### src/rtl/pps_pkg.sv
`timescale 1ns / 1ps
`default_nettype none

package pps_pkg;

  localparam int MAX_TASKS = 16;
  localparam int IDX_W     = $clog2(MAX_TASKS);
  localparam int USE_W     = $clog2(MAX_TASKS + 1);

  localparam int CMD_W     = 2;
  localparam int ENTRY_W   = 4;
  localparam int TIME_W    = 16;
  localparam int REM_W     = 16;
  localparam int PRI_W     = 14;
  localparam int CNT_W     = 5;

  localparam logic [CMD_W-1:0] CMD_LOAD  = 2'd0;
  localparam logic [CMD_W-1:0] CMD_TICK  = 2'd1;
  localparam logic [CMD_W-1:0] CMD_CLEAR = 2'd2;
  localparam logic [CMD_W-1:0] CMD_NOP   = 2'd3;

  localparam logic [TIME_W-1:0] TIME_MAX = '1;
  localparam logic [CNT_W-1:0]  CNT_MAX  = '1;

  typedef struct packed {
    logic [TIME_W-1:0] arrival;
    logic [REM_W-1:0]  remaining;
    logic [PRI_W-1:0]  priority_lvl;
  } entry_t;

  localparam int WORD_W = $bits(entry_t);

  // scan control that goes with each word read from the table
  typedef struct packed {
    logic             start;
    logic             live;
    logic [IDX_W-1:0] idx;
    logic             entry_valid;
  } scan_ctl_t;

  typedef struct packed {
    logic             found;
    logic [IDX_W-1:0] idx;
    entry_t           entry;
  } best_t;

endpackage

`default_nettype wire

### src/rtl/pps_if.sv
`timescale 1ns / 1ps
`default_nettype none

interface pps_item_if;
  import pps_pkg::*;
  logic               valid;
  logic               ready;
  logic [CMD_W-1:0]   command;
  logic [ENTRY_W-1:0] entry_index;
  logic [TIME_W-1:0]  arrival_value;
  logic [REM_W-1:0]   burst_value;
  logic [PRI_W-1:0]   priority_value;

  modport source (output valid, command, entry_index, arrival_value, burst_value,
                  priority_value, input ready);
  modport sink (input valid, command, entry_index, arrival_value, burst_value,
                priority_value, output ready);
endinterface

interface pps_result_if;
  import pps_pkg::*;
  logic               valid;
  logic               ready;
  logic [ENTRY_W-1:0] chosen_task;
  logic               idle;
  logic               task_finished;
  logic [TIME_W-1:0]  finish_time;
  logic               all_done;
  logic [TIME_W-1:0]  time_now;

  modport source (output valid, chosen_task, idle, task_finished, finish_time, all_done,
                  time_now, input ready);
  modport sink (input valid, chosen_task, idle, task_finished, finish_time, all_done,
                time_now, output ready);
endinterface

`default_nettype wire

### src/rtl/pps_ram.sv
`timescale 1ns / 1ps
`default_nettype none

module pps_ram #(
  parameter int WIDTH = 8,
  parameter int DEPTH = 16
) (
  input  wire logic                     clk,
  input  wire logic                     we,
  input  wire logic [$clog2(DEPTH)-1:0] waddr,
  input  wire logic [WIDTH-1:0]         wdata,
  input  wire logic [$clog2(DEPTH)-1:0] raddr,
  output logic      [WIDTH-1:0]         rdata
);

  logic [WIDTH-1:0] mem [DEPTH];

  always_ff @(posedge clk) begin
    if (we) begin
      mem[waddr] <= wdata;
    end
    rdata <= mem[raddr];
  end

endmodule

`default_nettype wire

### src/rtl/pps_scan.sv
`timescale 1ns / 1ps
`default_nettype none

module pps_scan import pps_pkg::*; (
  input  wire logic              clk,
  input  wire scan_ctl_t         ctl,
  input  wire logic [WORD_W-1:0] rd_data,
  input  wire logic [TIME_W-1:0] time_now,
  output best_t                  best
);

  entry_t cur;
  logic   take;

  assign cur = entry_t'(rd_data);

  // entries never loaded count as having no work left
  always_comb begin
    take = ctl.live && ctl.entry_valid && (cur.remaining != '0) &&
           (cur.arrival <= time_now) &&
           (!best.found || (cur.priority_lvl < best.entry.priority_lvl));
  end

  always_ff @(posedge clk) begin
    if (ctl.start) begin
      best.found <= 1'b0;
    end else if (take) begin
      best.found <= 1'b1;
      best.idx   <= ctl.idx;
      best.entry <= cur;
    end
  end

endmodule

`default_nettype wire

### src/rtl/preemptive_priority_scheduler.sv
`timescale 1ns / 1ps
`default_nettype none
// Load, clear, no-op items and ticks once all are done go from accept straight to S_PUSH,
// which registers the result; the next item is accepted once the state is back in S_IDLE.
// Other ticks read the table one entry per cycle through the memory read port in S_SCAN,
// then pass S_WAIT and S_WB before S_PUSH; S_PUSH waits while the output register is full.
// The output register lets the next item enter while a result waits to be taken.
// Reset (rst, synchronous) clears time, completion count, task_count and entry valid bits.

module preemptive_priority_scheduler import pps_pkg::*; (
  input  wire logic             clk,
  input  wire logic             rst,
  input  wire logic             cfg_we,
  input  wire logic [CNT_W-1:0] cfg_data,
  pps_item_if.sink              item,
  pps_result_if.source          result
);

  localparam logic [2:0] S_IDLE = 3'd0;
  localparam logic [2:0] S_SCAN = 3'd1;
  localparam logic [2:0] S_WAIT = 3'd2;
  localparam logic [2:0] S_WB   = 3'd3;
  localparam logic [2:0] S_PUSH = 3'd4;

  logic [2:0]          state;
  logic [CNT_W-1:0]    task_count;
  logic [TIME_W-1:0]   current_time;
  logic [CNT_W-1:0]    completed_count;
  logic [MAX_TASKS-1:0] entry_valid;

  logic [USE_W-1:0]    in_use;
  logic [IDX_W-1:0]    last_idx;
  logic                every_done;
  logic                accept;
  logic                out_free;

  logic [IDX_W-1:0]    rd_addr;
  logic                rd_live;
  logic [IDX_W-1:0]    rd_idx;
  logic                rd_entry_valid;
  logic [WORD_W-1:0]   rd_data;

  logic                wr_en;
  logic [IDX_W-1:0]    wr_addr;
  entry_t              wr_entry;

  scan_ctl_t           ctl;
  best_t               best;
  logic [REM_W-1:0]    rem_dec;
  logic [TIME_W-1:0]   time_next;

  logic [ENTRY_W-1:0]  st_chosen;
  logic                st_idle;
  logic                st_fin;
  logic [TIME_W-1:0]   st_fin_time;

  assign in_use     = (32'(task_count) > MAX_TASKS) ? USE_W'(MAX_TASKS) : USE_W'(task_count);
  assign last_idx   = IDX_W'(in_use - USE_W'(1));
  assign every_done = 32'(completed_count) >= 32'(in_use);
  assign item.ready = (state == S_IDLE);
  assign accept     = item.valid && item.ready;
  assign out_free   = !result.valid || result.ready;
  assign rem_dec    = best.entry.remaining - REM_W'(1);
  assign time_next  = (current_time != TIME_MAX) ? current_time + TIME_W'(1) : current_time;

  always_comb begin
    wr_en    = 1'b0;
    wr_addr  = best.idx;
    wr_entry = best.entry;
    wr_entry.remaining = rem_dec;
    if (state == S_IDLE) begin
      wr_en    = accept && (item.command == CMD_LOAD) &&
                 (32'(item.entry_index) < MAX_TASKS);
      wr_addr  = IDX_W'(item.entry_index);
      wr_entry = '{arrival: item.arrival_value, remaining: item.burst_value,
                   priority_lvl: item.priority_value};
    end else if (state == S_WB) begin
      wr_en = best.found;
    end
  end

  pps_ram #(
    .WIDTH(WORD_W),
    .DEPTH(MAX_TASKS)
  ) u_table (
    .clk   (clk),
    .we    (wr_en),
    .waddr (wr_addr),
    .wdata (wr_entry),
    .raddr (rd_addr),
    .rdata (rd_data)
  );

  assign ctl = '{start: accept, live: rd_live, idx: rd_idx, entry_valid: rd_entry_valid};

  pps_scan u_scan (
    .clk      (clk),
    .ctl      (ctl),
    .rd_data  (rd_data),
    .time_now (current_time),
    .best     (best)
  );

  always_ff @(posedge clk) begin
    rd_live        <= (state == S_SCAN);
    rd_idx         <= rd_addr;
    rd_entry_valid <= entry_valid[rd_addr];
  end

  always_ff @(posedge clk) begin
    if (rst) begin
      state           <= S_IDLE;
      task_count      <= '0;
      current_time    <= '0;
      completed_count <= '0;
      entry_valid     <= '0;
      rd_addr         <= '0;
      result.valid    <= 1'b0;
    end else begin
      if (cfg_we) begin
        task_count <= cfg_data;
      end
      if (wr_en && (state == S_IDLE)) begin
        entry_valid[wr_addr] <= 1'b1;
      end
      if (result.valid && result.ready && (state != S_PUSH)) begin
        result.valid <= 1'b0;
      end

      case (state)
        S_IDLE: begin
          rd_addr <= '0;
          if (accept) begin
            st_chosen   <= '0;
            st_idle     <= 1'b0;
            st_fin      <= 1'b0;
            st_fin_time <= '0;
            state       <= S_PUSH;
            if (item.command == CMD_CLEAR) begin
              current_time    <= '0;
              completed_count <= '0;
            end else if (item.command == CMD_TICK) begin
              if (every_done) begin
                st_idle <= 1'b1;
              end else begin
                state <= S_SCAN;
              end
            end
          end
        end
        S_SCAN: begin
          if (rd_addr == last_idx) begin
            state <= S_WAIT;
          end else begin
            rd_addr <= rd_addr + IDX_W'(1);
          end
        end
        S_WAIT: begin
          state <= S_WB;
        end
        S_WB: begin
          current_time <= time_next;
          st_chosen    <= best.found ? ENTRY_W'(best.idx) : '0;
          st_idle      <= !best.found;
          if (best.found && (rem_dec == '0)) begin
            st_fin      <= 1'b1;
            st_fin_time <= time_next;
            if (completed_count != CNT_MAX) begin
              completed_count <= completed_count + CNT_W'(1);
            end
          end
          state <= S_PUSH;
        end
        S_PUSH: begin
          // hold the staged result until the output register frees up
          if (out_free) begin
            result.valid         <= 1'b1;
            result.chosen_task   <= st_chosen;
            result.idle          <= st_idle;
            result.task_finished <= st_fin;
            result.finish_time   <= st_fin_time;
            result.all_done      <= every_done;
            result.time_now      <= current_time;
            state                <= S_IDLE;
          end
        end
        default: begin
          state <= S_IDLE;
        end
      endcase
    end
  end

endmodule

`default_nettype wire
### src/flat_wrapper.sv
// flat-port wrapper written by rule: the top's interface ports become plain ports
module preemptive_priority_scheduler_flat import pps_pkg::*;
  (clk, rst, cfg_we, cfg_data, item_valid, item_command, item_entry_index, item_arrival_value, item_burst_value, item_priority_value, item_ready, result_valid, result_chosen_task, result_idle, result_task_finished, result_finish_time, result_all_done, result_time_now, result_ready);
  pps_item_if item_i ();
  pps_result_if result_i ();
  input  wire logic clk;
  input  wire logic rst;
  input  wire logic cfg_we;
  input  wire logic [CNT_W-1:0] cfg_data;
  input wire logic [$bits(item_i.valid)-1:0] item_valid;
  input wire logic [$bits(item_i.command)-1:0] item_command;
  input wire logic [$bits(item_i.entry_index)-1:0] item_entry_index;
  input wire logic [$bits(item_i.arrival_value)-1:0] item_arrival_value;
  input wire logic [$bits(item_i.burst_value)-1:0] item_burst_value;
  input wire logic [$bits(item_i.priority_value)-1:0] item_priority_value;
  output wire logic [$bits(item_i.ready)-1:0] item_ready;
  output wire logic [$bits(result_i.valid)-1:0] result_valid;
  output wire logic [$bits(result_i.chosen_task)-1:0] result_chosen_task;
  output wire logic [$bits(result_i.idle)-1:0] result_idle;
  output wire logic [$bits(result_i.task_finished)-1:0] result_task_finished;
  output wire logic [$bits(result_i.finish_time)-1:0] result_finish_time;
  output wire logic [$bits(result_i.all_done)-1:0] result_all_done;
  output wire logic [$bits(result_i.time_now)-1:0] result_time_now;
  input wire logic [$bits(result_i.ready)-1:0] result_ready;
  assign item_i.valid = item_valid;
  assign item_i.command = item_command;
  assign item_i.entry_index = item_entry_index;
  assign item_i.arrival_value = item_arrival_value;
  assign item_i.burst_value = item_burst_value;
  assign item_i.priority_value = item_priority_value;
  assign item_ready = item_i.ready;
  assign result_valid = result_i.valid;
  assign result_chosen_task = result_i.chosen_task;
  assign result_idle = result_i.idle;
  assign result_task_finished = result_i.task_finished;
  assign result_finish_time = result_i.finish_time;
  assign result_all_done = result_i.all_done;
  assign result_time_now = result_i.time_now;
  assign result_i.ready = result_ready;
  preemptive_priority_scheduler u_core (.clk(clk), .rst(rst), .cfg_we(cfg_we), .cfg_data(cfg_data), .item(item_i), .result(result_i));
endmodule
### config.mk
export PLATFORM = sky130hd
export DESIGN_NAME = preemptive_priority_scheduler_flat
export DESIGN_NICKNAME = d
export VERILOG_FILES = /design/src/rtl/pps_pkg.sv /design/src/rtl/pps_if.sv /design/src/rtl/pps_ram.sv /design/src/rtl/pps_scan.sv /design/src/rtl/preemptive_priority_scheduler.sv /design/src/flat_wrapper.sv
export SDC_FILE = /design/constraint.sdc
export NUM_CORES = 1
export LEC_CHECK = 0
export BUFFER_PORTS_ARGS = -buffer_cell sky130_fd_sc_hd__clkbuf_2
export CAP_MARGIN = 25
export CORE_UTILIZATION = 33
export DETAILED_ROUTE_END_ITERATION = 8
export GPL_ROUTABILITY_DRIVEN = 0
export PLACE_DENSITY = 0.58
export RECOVER_POWER = 50
export SLEW_MARGIN = 10
export SYNTH_ARGS = -nofsm -noshare
export SYNTH_HDL_FRONTEND = slang
export SYNTH_HIERARCHICAL = 1
export SYNTH_SLANG_ARGS = --single-unit
### constraint.sdc
create_clock -name clk -period 9.9 [get_ports clk]
set_input_delay 1.485 -clock clk [delete_from_list [all_inputs] [get_ports clk]]
set_output_delay 1.485 -clock clk [all_outputs]
set_load 0.03 [all_outputs]
==> results of run 1 <==
## sequential cells by signal, summed over array words and instances, names as in the netlist, 3 cells and up
signal                     flops
u_core/result.chosen_task      4
u_core/current_time           16
u_core/result.time_now        16
u_core/st_fin_time            16
u_core/task_count              5
u_core/u_table/rdata          46
u_core/u_scan/best            51
u_core/rd_idx                  4
u_core/completed_count         5
u_core/result.finish_time     16
u_core/rd_addr                 4
u_core/u_table/mem           736
u_core/state                   3
u_core/entry_valid            16
u_core/st_chosen               4
## metal layers
metal	up-vias	track usage
met4	0	0.03964
met5	-	0
met2	549	0.2384
met1	9823	0.2011
met3	129	0.02553
li1	8274	-
## synthesized netlist by cell type (5+ instances only)
cell,count
sky130_fd_sc_hd__a22oi_1,94
sky130_fd_sc_hd__a21oi_1,51
sky130_fd_sc_hd__nand3_1,15
sky130_fd_sc_hd__nor3_2,6
sky130_fd_sc_hd__o21ai_0,31
sky130_fd_sc_hd__buf_6,12
sky130_fd_sc_hd__buf_1,19
sky130_fd_sc_hd__mux4_2,189
sky130_fd_sc_hd__buf_2,8
sky130_fd_sc_hd__a31oi_1,17
sky130_fd_sc_hd__o21a_1,5
sky130_fd_sc_hd__nor3_1,14
sky130_fd_sc_hd__dfxtp_1,103
sky130_fd_sc_hd__nor4_1,7
sky130_fd_sc_hd__nor2_1,83
sky130_fd_sc_hd__ha_1,41
sky130_fd_sc_hd__edfxtp_1,847
sky130_fd_sc_hd__nand4_1,8
sky130_fd_sc_hd__nand2b_1,14
sky130_fd_sc_hd__nor2b_1,8
sky130_fd_sc_hd__inv_1,41
sky130_fd_sc_hd__mux2i_1,13
sky130_fd_sc_hd__clkbuf_1,42
sky130_fd_sc_hd__nand3b_1,6
sky130_fd_sc_hd__and3_1,8
sky130_fd_sc_hd__or3_1,6
sky130_fd_sc_hd__nand2_1,192
sky130_fd_sc_hd__buf_4,9
sky130_fd_sc_hd__xor2_1,13
sky130_fd_sc_hd__o31ai_1,7
sky130_fd_sc_hd__xnor2_1,15
## stage by stage
stage,instance area [sq um],instances
after global routing,42200,3718
after floorplan,36750,1988
after global placement,39140,3531
after CTS,42330,3715
after detailed placement,39160,3534
final,42200,3718
## power groups by stage
| stage | combinational (W) | sequential (W) | clock [W] |
|---|---|---|---|
| 2_1_floorplan | 0.000167 | 0.00456 | 0 |
| 3_3_place_gp | 0.000283 | 0.00456 | 0 |
| 3_5_place_dp | 0.000299 | 0.00456 | 0 |
| 4_1_cts | 0.000300 | 0.00447 | 0.00370 |
| 5_1_grt | 0.000320 | 0.00448 | 0.00384 |
| 6_report | 0.000290 | 0.00447 | 0.00361 |
## worst reg2reg max path: stages (launching register included)
cell,delay [ns]
sky130_fd_sc_hd__dfxtp_1,1.73
sky130_fd_sc_hd__clkbuf_1,2.69
sky130_fd_sc_hd__buf_4,1.01
sky130_fd_sc_hd__mux4_2,0.60
sky130_fd_sc_hd__a22oi_1,0.33
sky130_fd_sc_hd__nand2_1,0.08
## worst min path at each step
| stage | depth (start not counted) | endpoint | slack [ns] |
|---|---|---|---|
| after CTS | 0 | u_core/u_scan/best[49] | 0.41 |
| after global routing | 0 | u_core/u_scan/best[49] | 0.41 |
| after detailed placement | 0 | u_core/u_scan/best[49] | 0.39 |
| final | 0 | u_core/u_scan/best[49] | 0.40 |
| after global placement | 0 | u_core/u_scan/best[48] | 0.39 |
| after floorplan | 0 | u_core/u_scan/best[46] | 0.39 |
## cells by family (layout without fill, tap and decap cells)
kind of cell             count (synthesis)  after routing  synth area share
buffers and inverters                  135            377           0.01757
AND/OR/NAND/NOR                        395            395           0.05087
AO/OA/AOI/OAI                          235            235           0.04256
XOR/XNOR                                28             28          0.006674
adder cells (fa/ha/maj)                 41             41           0.01396
flip-flops                             950            950            0.7483
multiplexers                           204            204            0.1201
## final cells by class
cell class,instances,area (sq um)
clock inverters,48,462.9
clock buffers,133,2708
fillers,10090,68320
flip-flops and latches,950,27500
repair buffers,151,789.5
multi-input cells,903,8708
inverters,45,173.9
well taps,1488,1862
==> results by group, run 1 <==
Floorplan
  – Die Span X: 335.7 um
  – Number of placed I/O pins: 103
  – Die Span Y: 335.7 um
  – Number of placement rows: 122
  – Standard cell core area: 0.1105 sq mm
  – Die footprint: 0.1127 sq mm
  – Initial Util: 0.3325

Critical path
  – Nature of the critical path startpoint: flop
  – CP Cell Sequence: clkbuf_1, buf_4, mux4_2, a22oi_1, nand2_1
  – Kind of end point of the critical path: flop
  – Max Fanout on Critical Path: 43
  – Worst path slowest cell: sky130_fd_sc_hd__clkbuf_1
  – Internal reg-to-reg setup slack: 3.34 ns
  – Count of cells along the worst register-to-register path: 5
  – Critical path type: flop to flop
  – Largest delay share family, worst path: buffers and inverters
  – Worst setup path startpoint: u_core/rd_addr[0]
  – WP buf/inv: 2
  – Stages on worst setup path: 5
  – Required time reported for the critical path endpoint: 10.42 ns
  – R2r startpoint: u_core/rd_addr[0]
  – Worst EP arrival: 7.09 ns
  – Worst reg2reg endpoint: u_core/u_table/rdata[16]
  – End point of the critical path: u_core/u_table/rdata[16]
  – Largest stage delay, worst path: 2.67 ns

Layout
  – Final Net Count: 2,252
  – Fraction of final layout cells with drive strength greater than 1: 0.2090
  – Commonest non-fill, non-tap cell in the layout: sky130_fd_sc_hd__edfxtp_1
  – Area grow syn2layout: 14.85%
  – Utilization after layout: 0.3818
  – Antenna cell count: 0
  – Commonest cells after routing, fill and taps aside: 847 x sky130_fd_sc_hd__edfxtp_1, 192 x sky130_fd_sc_hd__nand2_1, 189 x sky130_fd_sc_hd__mux4_2

Clock network
  – Clk Tree Root Cell: sky130_fd_sc_hd__clkbuf_16
  – Insertion delay to the later sink of the worst-skew pair: 0.66 ns
  – Number of H-tree levels: 3
  – Clock Path Buffers: 3
  – Clk sink count: 950
  – Number of setup buffers added after CTS: 0
  – Number of clock buffers inserted by TritonCTS: 98
  – Number of gates resized after cts: 0
  – TritonCTS clock tree: built
  – Clock transition time at the flip-flop clock pins of the worst setup and hold paths: 0.06 ns
  – Hold-fix buffers at CTS: 0

Synthesis
  – Post-synthesis sequential element count: 950
  – Mapped Nets: 2,091
  – Synthesized area divided by synthesized cell count: 18.48 sq um
  – Summed instance area of the synthesized netlist: 0.03675 sq mm
  – Seq/Total Area, Yosys: 0.7483
  – Synth warn: 6
  – Largest cells by area after synthesis: sky130_fd_sc_hd__edfxtp_1 69%, sky130_fd_sc_hd__mux4_2 12%, sky130_fd_sc_hd__dfxtp_1 5.6%, sky130_fd_sc_hd__nand2_1 2.0%, sky130_fd_sc_hd__a22oi_1 1.9%
  – Area fraction of the dominant cell type after synthesis: 0.6922
  – Async set-reset flop share out of synthesis: 0
  – Post-synth top flop: sky130_fd_sc_hd__edfxtp_1
  – EDFF count, synth: 847
  – Number of unique standard cell types used by synthesis: 67
  – Cell count after synthesis: 1,988
  – Cell type with the highest aggregate area in the netlist: sky130_fd_sc_hd__edfxtp_1

Route
  – DR DRC count: 0
  – Total via count after detailed routing: 18,780
  – Wire length per cell after detailed routing: 22.12 um
  – Wire length on met1: 36,490 um
  – Vias per Instance: 5.050
  – Met3 Routed Length: 4249 um
  – Drt first pass iters: 5
  – Routed wire length: 82,230 um
  – Number of design-rule violations left by the first detailed-router iteration: 1,650
  – Top layer reached by signal wires: met4
  – Met2 Routed Length: 39,600 um
  – Number of nets still failing antenna checks after routing: 0

Run
  – Maxcap violations: 5

STA
  – Number of failing hold endpoints at the final stage: 0
  – Max transition margin: -1.456
  – Hold slack final: 0.4028 ns
  – Count of endpoints failing setup in the final report: 0
  – Fin crit share: 0.6631
  – Final Max Tran Viols: 256
  – Fmax: 152.3 MHz
  – Setup Skew: 0.03028 ns
  – RSZ-0062 raised after global routing: false
  – Final TNS setup: 0 ns
  – Least-Margin Pin Slew: 3.684 ns
  – Smallest setup slack after layout: 3.335 ns
  – Post-layout min period: 6.565 ns

Power and ir drop
  – Leakage Power: 13.33 nW
  – Clock network fraction of design power: 0.431
  – Power per standard cell area: 198.5 mW/mm^2
  – Switching Share: 0.2078
  – Net switching power: 0.001740 W
  – Worst vdd rail ir drop: 133.3 uV
  – Final total power: 0.008376 W
  – Power share of the combinational group: 0.035
  – Design internal power: 0.006636 W
  – Relative contribution of sequential cells to total power: 0.534

Global route
  – Global-route wire length before repair: 123,500 um
  – Total track usage: 0.1463
  – Final global-route overflow total: 0
  – Initial antenna violation count: 0
  – Pin count of the biggest net entering global routing: 89
  – Vias in the first global route: 19,410

Status
  – Violations in the final reports: max-capacitance violations, max-slew violations
  – Run status: complete, but fails checks

Placed design
  – Quantity of I/O buffers inserted on ports: 102
  – Post-place setup slack: 5.000 ns
  – Half-perimeter wire length after detailed placement: 47,730 um

Hold path
  – Hold path start: u_core/rd_idx[3]
  – HP Class: flop to flop
Note: power is estimated with default switching activity, not from simulation.
==> run 2: changes to the inputs <==
==> constraint.sdc (replaced) <==
create_clock -name clk -period 6.6 [get_ports clk]
set_input_delay 0.99 -clock clk [delete_from_list [all_inputs] [get_ports clk]]
set_output_delay 0.99 -clock clk [all_outputs]
set_load 0.03 [all_outputs]
==> run 2 against run 1 <==
Net effect:
- the run still ends with max-capacitance violations, max-slew violations left
- cell count about the same
- clock skew up 0.0057 ns
- maximum frequency up 24%
- global-route usage up 1.1 points
- sequential share of layout area down 0.34 points
- sequential power up 50%
- design area up 0.52%
- combinational power up 67%
- non-clock buffer count up 3
- largest power group unchanged
- wire length up 8.0%
- flip-flop and latch count unchanged
==> results by group, run 2 (synthesized netlist as in run 1, its figures left out) <==
STA
  – Count of endpoints failing setup in the final report: 0
  – Fin crit share: 0.8043
  – Final TNS setup: 0 ns
  – Max transition margin: -0.8890
  – Number of failing hold endpoints at the final stage: 0
  – Post-layout min period: 5.308 ns
  – Setup Skew: 0.03595 ns
  – Final Max Tran Viols: 334
  – Least-Margin Pin Slew: 2.804 ns
  – Fmax: 188.4 MHz
  – RSZ-0062 raised after global routing: false

Layout
  – Commonest non-fill, non-tap cell in the layout: sky130_fd_sc_hd__edfxtp_1
  – Commonest cells after routing, fill and taps aside: 847 x sky130_fd_sc_hd__edfxtp_1, 193 x sky130_fd_sc_hd__nand2_1, 189 x sky130_fd_sc_hd__mux4_2
  – Multi-input gate area: 0.008701 sq mm
  – Register with the highest flop count: u_core/u_table/mem
  – Area grow syn2layout: 15.45%
  – Number of flip-flops in the largest register: 736
  – Registers with the highest flip-flop counts: u_core/u_table/mem x736, u_core/u_scan/best x51, u_core/u_table/rdata x46
  – Final Net Count: 2,253
  – Fraction of final layout cells with drive strength greater than 1: 0.2151
  – Number of fill cells in the layout: 10,080
  – Sequential cell area: 0.02750 sq mm

Power and ir drop
  – Final total power: 0.01271 W
  – Leakage Power: 13.45 nW
  – Power per standard cell area: 299.5 mW/mm^2
  – Worst vdd rail ir drop: 192.3 uV

Critical path
  – Critical path type: flop to flop
  – CP Cell Sequence: clkbuf_2, mux4_2, a22oi_1, nand2_1
  – Nature of the critical path startpoint: flop
  – Worst EP arrival: 5.81 ns
  – Max Fanout on Critical Path: 82
  – Worst path slowest cell: sky130_fd_sc_hd__clkbuf_2
  – Kind of end point of the critical path: flop
  – Largest stage delay, worst path: 1.96 ns
  – Required time reported for the critical path endpoint: 7.10 ns

Clock network
  – Hold-fix buffers at CTS: 0
  – Clock Path Buffers: 3
  – Number of clock buffers inserted by TritonCTS: 96
  – Clock transition time at the flip-flop clock pins of the worst setup and hold paths: 0.06 ns
  – Number of setup buffers added after CTS: 0
  – Number of H-tree levels: 3
  – TritonCTS clock tree: built
  – Clk sink count: 950
  – Insertion delay to the later sink of the worst-skew pair: 0.67 ns
  – Number of gates resized after cts: 0
  – Clk Tree Root Cell: sky130_fd_sc_hd__clkbuf_16

Global route
  – Final global-route overflow total: 0
  – Global-route wire length before repair: 129,700 um
  – Total track usage: 0.1572
  – Initial antenna violation count: 0
  – Pin count of the biggest net entering global routing: 104
  – Vias in the first global route: 19,040

Placed design
  – Half-perimeter wire length after detailed placement: 55,220 um
  – Quantity of I/O buffers inserted on ports: 102

Route
  – Number of nets still failing antenna checks after routing: 0
  – DR DRC count: 0
  – Routed wire length: 88,780 um
  – Wire length per cell after detailed routing: 23.86 um
  – Total via count after detailed routing: 19,100
  – Drt first pass iters: 7
  – Number of design-rule violations left by the first detailed-router iteration: 1,923
  – Vias per Instance: 5.133

Floorplan
  – Die footprint: 0.1127 sq mm
  – Die Span Y: 335.7 um
  – Initial Util: 0.3325
  – Standard cell core area: 0.1105 sq mm
  – Die Span X: 335.7 um
  – Number of placed I/O pins: 103
  – Number of placement rows: 122

Status
  – Run status: complete, but fails checks
  – Violations in the final reports: max-capacitance violations, max-slew violations

Run
  – Maxcap violations: 9

Hold path
  – HP Class: flop to flop
run 2: cell count changes in the layout (fill, tap and decap cells not counted), moves of 3 or more:
cell	change
sky130_fd_sc_hd__buf_16	+4
sky130_fd_sc_hd__clkbuf_8	+3
sky130_fd_sc_hd__buf_6	+3
sky130_fd_sc_hd__clkbuf_1	-14
run 2: where the power goes:
group	total, W	leakage [nW]	internal [W]	switching [W]
clock network	0.00551	1.59	0.00323	0.00228
registers	0.00671	8.50	0.00669	0.0000181
logic	0.000485	3.36	0.000107	0.000377
run 2: path summary, 6_finish.rpt:
| path | startpoint | to | slack, ns | cells past startpoint |
|---|---|---|---|---|
| max | u_core/rd_addr[1] | u_core/u_table/rdata[18] | 1.29 | 4 |
| min | u_core/rd_idx[3] | u_core/u_scan/best[49] | 0.41 | 0 |
| max reg2reg | u_core/rd_addr[1] | u_core/u_table/rdata[18] | 1.29 | 4 |
| min reg2reg | u_core/rd_idx[3] | u_core/u_scan/best[49] | 0.41 | 0 |
run 2: layer usage:
layer / global-route usage / wire (um) / up-vias
li1: - / - / 8278
met1: 0.2185 / 38060 / 9962
met2: 0.2470 / 41760 / 737
met3: 0.02928 / 6474 / 124
met4: 0.05411 / 2491 / 0
met5: 0 / 0 / -
run 2: critical path: cells and delay by family (launching register included):
family                 cells  cell delay, ns
DFF                        1            1.88
and+or+nand+nor            1            0.12
buffers and inverters      1            1.96
muxes                      1            0.53
AOI/OAI and AO/OA          1            0.52
run 2: per-stage QoR:
step                      worst slack (ns)  instance area (sq um)  utilization  hold slack, ns  instances
after floorplan                     0.7618                  36750            -          0.3855       1988
after global placement               2.244                  39140       0.3541          0.3877       3527
after detailed placement             2.155                  39270       0.3554          0.3902       3535
after CTS                            2.147                  42520       0.3848          0.4025       3715
after global routing                 1.078                  42420       0.3838          0.4020       3720
final                                1.292                  42420       0.3838          0.4053       3721
run 2: final cells by class:
cell class	count	area share
inverters	45	0.004100
flip-flops and latches	950	0.6482
well taps	1488	0.04389
diodes	1	0.00005899
repair buffers	154	0.02206
multi-input cells	903	0.2051
clock buffers	128	0.06409
clock inverters	52	0.01251
